$ cat src/hw/rtl/hpq_ram.sv
// Generic single-port-write, dual-read-port RAM with registered read data.
module hpq_ram #(
  parameter int unsigned Width = 8,
  parameter int unsigned Depth = 16
) (
  input  logic                     clk_i,
  input  logic                     we_i,
  input  logic [$clog2(Depth)-1:0] waddr_i,
  input  logic [Width-1:0]         wdata_i,
  input  logic [$clog2(Depth)-1:0] raddr_a_i,
  input  logic [$clog2(Depth)-1:0] raddr_b_i,
  output logic [Width-1:0]         rdata_a_o,
  output logic [Width-1:0]         rdata_b_o
);

  logic [Width-1:0] mem_q [Depth];

  always_ff @(posedge clk_i) begin
    if (we_i) mem_q[waddr_i] <= wdata_i;
    rdata_a_o <= mem_q[raddr_a_i];
    rdata_b_o <= mem_q[raddr_b_i];
  end

endmodule

$ cat config.mk
export PLATFORM = sky130hd
export DESIGN_NAME = hpq_ram
export DESIGN_NICKNAME = d
export VERILOG_FILES = /design/src/hw/rtl/hpq_ram.sv
export SDC_FILE = /design/constraint.sdc
export NUM_CORES = 1
export LEC_CHECK = 0
export BUFFER_PORTS_ARGS = -buffer_cell sky130_fd_sc_hd__buf_4
export CAP_MARGIN = 5
export CORE_MARGIN = 1
export CORE_UTILIZATION = 30
export CTS_CLUSTER_DIAMETER = 30
export DETAILED_ROUTE_END_ITERATION = 12
export PLACE_DENSITY = 0.53
export SLEW_MARGIN = 20
export SYNTH_ARGS = -nofsm -noshare
export SYNTH_HDL_FRONTEND = slang
export SYNTH_SLANG_ARGS = --single-unit
$ cat constraint.sdc
create_clock -name clk_i -period 3.8 [get_ports clk_i]
set_input_delay 0 -clock clk_i [delete_from_list [all_inputs] [get_ports clk_i]]
set_output_delay 0 -clock clk_i [all_outputs]
set_load 0.01 [all_outputs]
==> results of run 1 <==
cell usage in the layout, fill, tap and decap left out, types with 6 or more instances in the layout:
cell / count
buf_4: 41
mux4_2: 34
mux4_1: 28
dfxtp_1: 16
nor2_1: 13
a22oi_1: 32
nand2_1: 17
clkinv_2: 6
dlygate4sd3_1: 8
edfxtp_1: 128
clkbuf_16: 17
final timing paths:
kind | endpoint | from | slack (ns)
min | mem_q[0][6]$_DFFE_PP_ | waddr_i[0] | 0.10
max | rdata_b_o[2]$_DFF_P_ | mem_q[9][2]$_DFFE_PP_ | 2.33
min reg2reg | rdata_b_o[5]$_DFF_P_ | mem_q[14][5]$_DFFE_PP_ | 0.71
max reg2reg | rdata_b_o[2]$_DFF_P_ | mem_q[9][2]$_DFFE_PP_ | 2.33
worst min-delay path: stages:
cell	delay (ns)
buf_4	0.12
nor3_1	0.05
buf_4	0.18
cell type report:
type	count	area [µm²]	area share [%]
sequential	144	4160	56.0
multi-input combinational	143	2010	27.1
clock buffer	21	440	5.92
timing repair buffer	49	388	5.22
tap	270	338	4.54
clock inverter	9	93.8	1.26
logic make-up (layout without fill, tap and decap cells):
kind of cell | after synthesis | count (layout) | synth area share [%]
AO/OA/AOI/OAI | 32 | 32 | 3.79
buffers and inverters | 20 | 79 | 2.72
AND/OR/NAND/NOR | 47 | 47 | 3.43
multiplexers | 64 | 64 | 24.4
flip-flops | 144 | 144 | 65.6
stage by stage:
step / power (mW) / std cells / setup slack [ns]
after floorplan: 1.99 / 307 / 2.31
after global placement: 2.11 / 598 / 2.02
after detailed placement: 2.11 / 598 / 1.97
after CTS: 3.65 / 636 / 2.33
after global routing: 3.73 / 636 / 2.27
final: 3.62 / 636 / 2.33
report_power, final:
part	internal, mW	total (mW)	switching, mW
Sequential	1.77	1.79	0.0201
Clock	0.946	1.54	0.597
Combinational	0.135	0.286	0.151
routing by layer:
layer,vias up,track usage [%]
li1,1436,-
met1,1731,18.6
met2,129,24.1
met3,31,4.78
met4,0,6.55
met5,-,0
state kept, by name, indices dropped and copies added (netlist names):
| signal | flops |
|---|---|
| mem_q | 128 |
| rdata_b_o | 8 |
| rdata_a_o | 8 |
==> out/results.txt, run 1 <==
Routed WL = 15200 µm
Max-cap violations = 0
Clock Sinks = 144
CTS Hold Buffers Added = 8
final hold violation count = 0
Slew Viols, Final = 0
Worst Setup End Kind = flip-flop
worst path cell trace = mux4_1 -> a22oi_1 -> nand2_1
largest net degree at the start of global routing = 33
CP Launch Type = flip-flop
Hold Crit Class = input port to flip-flop
Initial Util = 31.0%
CP peak stage delay = 0.55 ns
DR WL/cell = 23.9 µm
total core area = 0.0205 mm²
first-pass GRT wire length = 22600 µm
Worst EP arrival = 1.77 ns
syn_nets = 329
ANT cells = 0
Skew-Pair Late Insertion Delay = 0.43 ns
fillers = 1884
CTS buffer count = 17
met2 wire length = 7390 µm
Nets = 377
Post-CTS Repair Setup Buffers = 0
proportion of layout cells with a drive suffix above 1 = 28.4%
synth warn = 0
number of routed nets with antenna violations = 0
die area = 0.0217 mm²
initial antenna violation count = 0
Max Used Layer = met4
maximum clock insertion buffer count = 2
fmax = 679 MHz
Yosys cell types = 20
CP Depth = 3
Slew @ Worst Pin = 1.06 ns
Die Y = 147 µm
Mapped Cells = 307
maximum vdd ir drop = 0.000279 V
Top FF cell, synth = edfxtp_1
Resize count post-CTS = 0
Synth Area per Inst = 20.7 µm²
final setup fails = 0
CTS tree = yes
WP buf/inv = 0
Lkg Pwr = 2.50 nW
R2R depth = 3
met3 wire len = 992 µm
residual DRC count = 0
power per cell area = 487 mW/mm²
worst clock skew = 0.00576 ns
hold path depth = 3
post-synthesis sequential area ratio = 65.6%
drt via density = 5.23
placed inst area = 0.00682 mm²
number of detailed-route iterations in the first pass = 4
ranking of synthesized cells by area = edfxtp_1, mux4_2, mux4_1
row count = 52
crit share post-route = 38.7%
DP Wirelength = 9550 µm
critical path required time = 4.10 ns
commonest cells in the netlist = edfxtp_1, mux4_2, a22oi_1, mux4_1, nand2_1
TNS Setup = 0 ns
final core occ = 36.3%
Final Instance Area = 0.00744 mm²
Area Overhead vs Synth = 17.2%
Post-synth EDFFs = 128
Worst path top cell family by delay = multiplexers
status = completed
M1 WL = 6450 µm
Die Wd = 147 µm
Post-synth ARST share = 0%
Yosys top cell by area = edfxtp_1
routability congestion estimate = 0.728
vias in the first global route = 3582
final period demand of the worst path = 1.47 ns
Slew headroom = 29.2%
RSZ-0062 raised after global routing = no
post-synth top area share = 60.6%
IO Pins = 38
Synth Register Bits = 144
1st-iter DRT viols = 202
port bufs = 37
root buf cell = clkbuf_16
Mapped Area = 0.00635 mm²
worst hold margin = 0.102 ns
CP Class = flip-flop to flip-flop
Slowest-stage cell, CP = mux4_1
Clk pin slew, worst setup/hold paths = 0.06 ns
Crit Path Max Fanout = 2
count leader, synth = edfxtp_1
vias = 3327
H-tree depth = 4
total grt overflow = 0
GRT Total Usage = 15.0%
Power figures use the tool's default switching activity.
==> inputs of run 2 (changes only) <==
==> constraint.sdc (replaced) <==
create_clock -name clk_i -period 1.5 [get_ports clk_i]
set_input_delay 0 -clock clk_i [delete_from_list [all_inputs] [get_ports clk_i]]
set_output_delay 0 -clock clk_i [all_outputs]
set_load 0.01 [all_outputs]
==> out/results.txt, run 2 (synthesis gave the netlist of run 1 again) <==
TNS Setup = 0 ns (unchanged)
Worst Setup End Kind = flip-flop
critical path required time = 1.80 ns (-2.30 ns)
Slew @ Worst Pin = 1.01 ns (-0.0473 ns)
Non-Filler Instances = 661 (+3.9%)
initial antenna violation count = 0 (unchanged)
fmax = 686 MHz (+0.92%)
row count = 52 (unchanged)
final core occ = 37.8% (+1.5 points)
vias in the first global route = 3557 (-0.70%)
Net Sw Frac = 21.0% (-0.20 points)
Clock power frac = 43.6% (+1.0 points)
Crit Path Max Fanout = 2 (unchanged)
final setup fails = 0 (unchanged)
worst clock skew = 0.00782 ns (+0.00207 ns)
area of the multi-input gates = 0.00201 mm² (+0.12%)
WP buf/inv = 0 (unchanged)
Nets = 400 (+6.1%)
worst path cell trace = mux4_4 -> a22oi_2 -> nand2_1
port bufs = 37 (unchanged)
die area = 0.0217 mm² (unchanged)
Slew headroom = 32.5% (+3.3 points)
worst hold margin = 0.109 ns (+0.00698 ns)
residual DRC count = 0 (unchanged)
placed cell count = 621 (+3.8%)
maximum clock insertion buffer count = 2 (unchanged)
Overall Power = 9.44 mW (+160%)
Hold Crit Class = input port to flip-flop
Clk pin slew, worst setup/hold paths = 0.06 ns (about the same)
leading registers by flop count = mem_q x128, rdata_a_o x8, rdata_b_o x8
maximum vdd ir drop = 0.000580 V (+110%)
drt via density = 5.16 (-1.4%)
CP Class = flip-flop to flip-flop
power per cell area = 1220 mW/mm² (+150%)
DP Worst Slack = 0.000333 ns (-1.97 ns)
root buf cell = clkbuf_16
Comb pwr share = 8.2% (+0.3 points)
CP Launch Type = flip-flop
ANT cells = 0 (unchanged)
Skew-Pair Late Insertion Delay = 0.42 ns (about the same)
Clock Sinks = 144 (unchanged)
register share of total power = 48.1% (-1.4 points)
DP Wirelength = 10100 µm (+5.8%)
vias = 3409 (+2.5%)
Top reg by flops = mem_q
fillers = 1853 (-1.6%)
CP peak stage delay = 0.62 ns (+0.07 ns)
CTS tree = yes
proportion of layout cells with a drive suffix above 1 = 33.8% (+5.3 points)
IO Pins = 38 (unchanged)
Slowest-stage cell, CP = mux4_4
Sequential cell area = 0.00416 mm² (unchanged)
routability congestion estimate = 0.708 (-2.8%)
total grt overflow = 0 (unchanged)
CTS buffer count = 17 (unchanged)
Worst EP arrival = 1.76 ns (about the same)
Initial Util = 31.0% (unchanged)
Final Instance Area = 0.00775 mm² (+4.2%)
final period demand of the worst path = 1.46 ns (-0.0134 ns)
Max-cap violations = 0 (unchanged)
status = completed
Lkg Pwr = 2.67 nW (+6.9%)
number of routed nets with antenna violations = 0 (unchanged)
most frequent cells in the layout = edfxtp_1, buf_4, mux4_2
Die Wd = 147 µm (unchanged)
largest net degree at the start of global routing = 21 (-36%)
1st-iter DRT viols = 222 (+9.9%)
Routed WL = 15100 µm (-1.1%)
Area Overhead vs Synth = 22.1%
Setup WS post-layout = 0.0414 ns (-2.29 ns)
placed inst area = 0.00708 mm² (+3.8%)
H-tree depth = 4 (unchanged)
Largest register FFs = 128 (unchanged)
P_int = 7.45 mW (+160%)
number of detailed-route iterations in the first pass = 4 (unchanged)
first-pass GRT wire length = 22200 µm (-1.8%)
Post-CTS Repair Setup Buffers = 0 (unchanged)
final hold violation count = 0 (unchanged)
Sw Pwr = 1.98 mW (+160%)
total core area = 0.0205 mm² (unchanged)
RSZ-0062 raised after global routing = no
crit share post-route = 97.2% (+59 points)
most common cell after layout, fill and taps aside = edfxtp_1
DR WL/cell = 22.8 µm (-4.8%)
Die Y = 147 µm (unchanged)
GRT Total Usage = 14.6% (-0.43 points)
Slew Viols, Final = 0 (unchanged)
Worst path top cell family by delay = multiplexers
run 2: area by class of cell:
type / instances / share of cell area [%]
clock buffers: 22 / 6.12
clock inverters: 10 / 1.42
multi-input cells: 143 / 26.0
flip-flops and latches: 144 / 53.7
well taps: 270 / 4.36
repair buffers: 72 / 8.36
run 2: worst register-to-register path, cell delays in order (launching register included):
cell and delay, ns:
edfxtp_1 0.41, mux4_4 0.62, a22oi_2 0.24, nand2_1 0.08
run 2: power by group through the flow:
stage               Clock, mW  Combinational, mW  Sequential (mW)
detailed placement          0              0.772             4.62
floorplan                   0              0.405             4.63
finish                   4.12              0.778             4.54
global placement            0              0.762             4.62
global route             4.35              0.834             4.55
CTS                      4.20              0.791             4.54
run 2: what timing repair did:
item                       4_1_cts  5_1_grt
resized for setup                1        0
setup endpoints to repair        1        0
hold endpoints to repair       128        0
hold buffers                     8        0
run 2: path summary, 6_finish.rpt:
kind / to / slack, ns / depth (start not counted) / from
worst max-delay path: rdata_a_o[0]$_DFF_P_ / 0.04 / 3 / mem_q[0][0]$_DFFE_PP_
worst min-delay path: mem_q[0][6]$_DFFE_PP_ / 0.11 / 3 / waddr_i[0]
worst max register to register: rdata_a_o[0]$_DFF_P_ / 0.04 / 3 / mem_q[0][0]$_DFFE_PP_
worst min register to register: rdata_b_o[3]$_DFF_P_ / 0.70 / 3 / mem_q[4][3]$_DFFE_PP_
run 2: metal layers:
layer	wire [µm]	vias to the layer above	part of all wire, %	GRT usage (%)
li1	-	1486	-	-
met1	6400	1795	43	18.9
met2	7560	110	50	24.3
met3	908	18	6.0	3.86
met4	192	0	1.3	3.76
met5	0	-	0	0
==> inputs of run 3 (changes only) <==
==> constraint.sdc (replaced) <==
create_clock -name clk_i -period 1.5 [get_ports clk_i]
set_input_delay 0.075 -clock clk_i [delete_from_list [all_inputs] [get_ports clk_i]]
set_output_delay 0.075 -clock clk_i [all_outputs]
set_load 0.01 [all_outputs]
==> out/results.txt, run 3 (synthesis gave the netlist of run 1 again) <==
Slew @ Worst Pin = 1.01 ns (-0.00352 ns)
first-pass GRT wire length = 23000 µm (+3.7%)
maximum vdd ir drop = 0.000708 V (+22%)
Clock power frac = 41.9% (-1.7 points)
placed cell count = 631 (+1.6%)
Slew headroom = 32.8% (+0.24 points)
leading registers by flop count = mem_q x128, rdata_a_o x8, rdata_b_o x8
Die Wd = 147 µm (unchanged)
Sequential cell area = 0.00416 mm² (unchanged)
most frequent cells in the layout = edfxtp_1, buf_4, mux4_2
final core occ = 38.0% (+0.15 points)
Clk pin slew, worst setup/hold paths = 0.06 ns (about the same)
port bufs = 37 (unchanged)
worst clock skew = 0.00817 ns (+0.000351 ns)
Routed WL = 15500 µm (+2.7%)
DR WL/cell = 23.1 µm (+1.4%)
vias = 3444 (+1.0%)
fillers = 1867 (+0.76%)
critical path required time = 1.80 ns (about the same)
CTS tree = yes
1st-iter DRT viols = 278 (+25%)
residual DRC count = 0 (unchanged)
final hold violation count = 0 (unchanged)
DP Wirelength = 9990 µm (-1.1%)
GRT Total Usage = 15.3% (+0.73 points)
Crit Path Max Fanout = 2 (unchanged)
TNS Setup = 0 ns (unchanged)
R2R depth = 3 (unchanged)
vias in the first global route = 3649 (+2.6%)
drt via density = 5.14 (-0.33%)
area of the multi-input gates = 0.00202 mm² (+0.25%)
IO Pins = 38 (unchanged)
Max-cap violations = 0 (unchanged)
most common cell after layout, fill and taps aside = edfxtp_1
DP Worst Slack = 0.0132 ns (+0.0128 ns)
routability congestion estimate = 0.727 (+2.8%)
Net Sw Frac = 21.0% (-0.024 points)
total grt overflow = 0 (unchanged)
largest net degree at the start of global routing = 31 (+48%)
Die Y = 147 µm (unchanged)
number of routed nets with antenna violations = 0 (unchanged)
initial antenna violation count = 0 (unchanged)
final setup fails = 0 (unchanged)
status = completed
CTS buffer count = 17 (unchanged)
P_int = 7.23 mW (-3.0%)
maximum clock insertion buffer count = 2 (unchanged)
Hold Crit Class = input port to flip-flop
CP Launch Type = flip-flop
total core area = 0.0205 mm² (unchanged)
RSZ-0062 raised after global routing = no
final period demand of the worst path = 1.41 ns (-0.0497 ns)
Clock Sinks = 144 (unchanged)
Non-Filler Instances = 670 (+1.4%)
Lkg Pwr = 2.70 nW (+1.1%)
crit share post-route = 93.9% (-3.3 points)
fmax = 710 MHz (+3.5%)
hold path depth = 4 (+1)
Area Overhead vs Synth = 22.6%
Worst Setup End Kind = flip-flop
worst hold margin = 0.118 ns (+0.00881 ns)
CP Class = flip-flop to flip-flop
power per cell area = 1180 mW/mm² (-3.4%)
H-tree depth = 4 (unchanged)
die area = 0.0217 mm² (unchanged)
Largest register FFs = 128 (unchanged)
Slew Viols, Final = 0 (unchanged)
register share of total power = 49.6% (+1.5 points)
root buf cell = clkbuf_16
row count = 52 (unchanged)
number of detailed-route iterations in the first pass = 4 (unchanged)
Comb pwr share = 8.5% (+0.3 points)
proportion of layout cells with a drive suffix above 1 = 34.5% (+0.74 points)
Initial Util = 31.0% (unchanged)
Nets = 410 (+2.5%)
Worst EP arrival = 1.71 ns (-0.05 ns)
Top reg by flops = mem_q
ANT cells = 0 (unchanged)
Skew-Pair Late Insertion Delay = 0.42 ns (about the same)
Setup WS post-layout = 0.0911 ns (+0.0497 ns)
Sw Pwr = 1.92 mW (-3.2%)
-- run 3: cell count changes in the layout (fill, tap and decap cells not counted), sizes merged --
cell      previous run  this run
buf                 64        74
clkbuf              22        24
bufinv               2         1
clkinvlp             1         0
inv                  1         0
-- run 3: final timing paths --
path / start / end / slack, ns
min: raddr_a_i[1] / rdata_a_o[7]$_DFF_P_ / 0.12
max reg2reg: mem_q[3][0]$_DFFE_PP_ / rdata_a_o[0]$_DFF_P_ / 0.09
min reg2reg: mem_q[14][3]$_DFFE_PP_ / rdata_b_o[3]$_DFF_P_ / 0.69
max: mem_q[3][0]$_DFFE_PP_ / rdata_a_o[0]$_DFF_P_ / 0.09
-- run 3: stage by stage --
step	area, µm²	total power, mW
finish	7780	9.15
global route	7780	9.45
CTS	7770	9.22
detailed placement	7160	5.40
global placement	7160	5.39
floorplan	6350	5.04
-- run 3: metal layers --
metal | GRT usage [%] | part of all wire [%] | vias up | routed length [µm]
met5 | 0 | 0 | - | 0
met4 | 4.85 | 1.5 | 0 | 233
met3 | 4.32 | 5.1 | 19 | 791
met2 | 24.7 | 50 | 88 | 7800
met1 | 20.1 | 43 | 1841 | 6650
li1 | - | - | 1496 | -
-- run 3: critical path, cell delays in order (launching register included) --
cell and delay [ns]:
edfxtp_1 0.39, mux4_4 0.61, a22oi_1 0.23, nand2_1 0.07
-- run 3: final cells by class --
type,instances,share of cell area [%]
sequential,144,53.5
multi-input combinational,143,26.0
clock buffer,24,6.06
clock inverter,7,0.804
timing repair buffer,82,9.30
tap,270,4.34
-- run 3: power groups by stage --
stage | clock network [mW] | logic (mW) | registers, mW
CTS | 3.89 | 0.791 | 4.54
global route | 4.06 | 0.840 | 4.55
detailed placement | 0 | 0.773 | 4.62
floorplan | 0 | 0.406 | 4.63
finish | 3.83 | 0.780 | 4.54
global placement | 0 | 0.767 | 4.62
-- run 3: what timing repair did --
| item | CTS | global route |
|---|---|---|
| endpoints found under the hold margin | 128 | 0 |
| hold buffers | 8 | 0 |
| setup endpoints to repair | 0 | 1 |
| resized for setup | 0 | 1 |
| setup buffers | 0 | 0 |
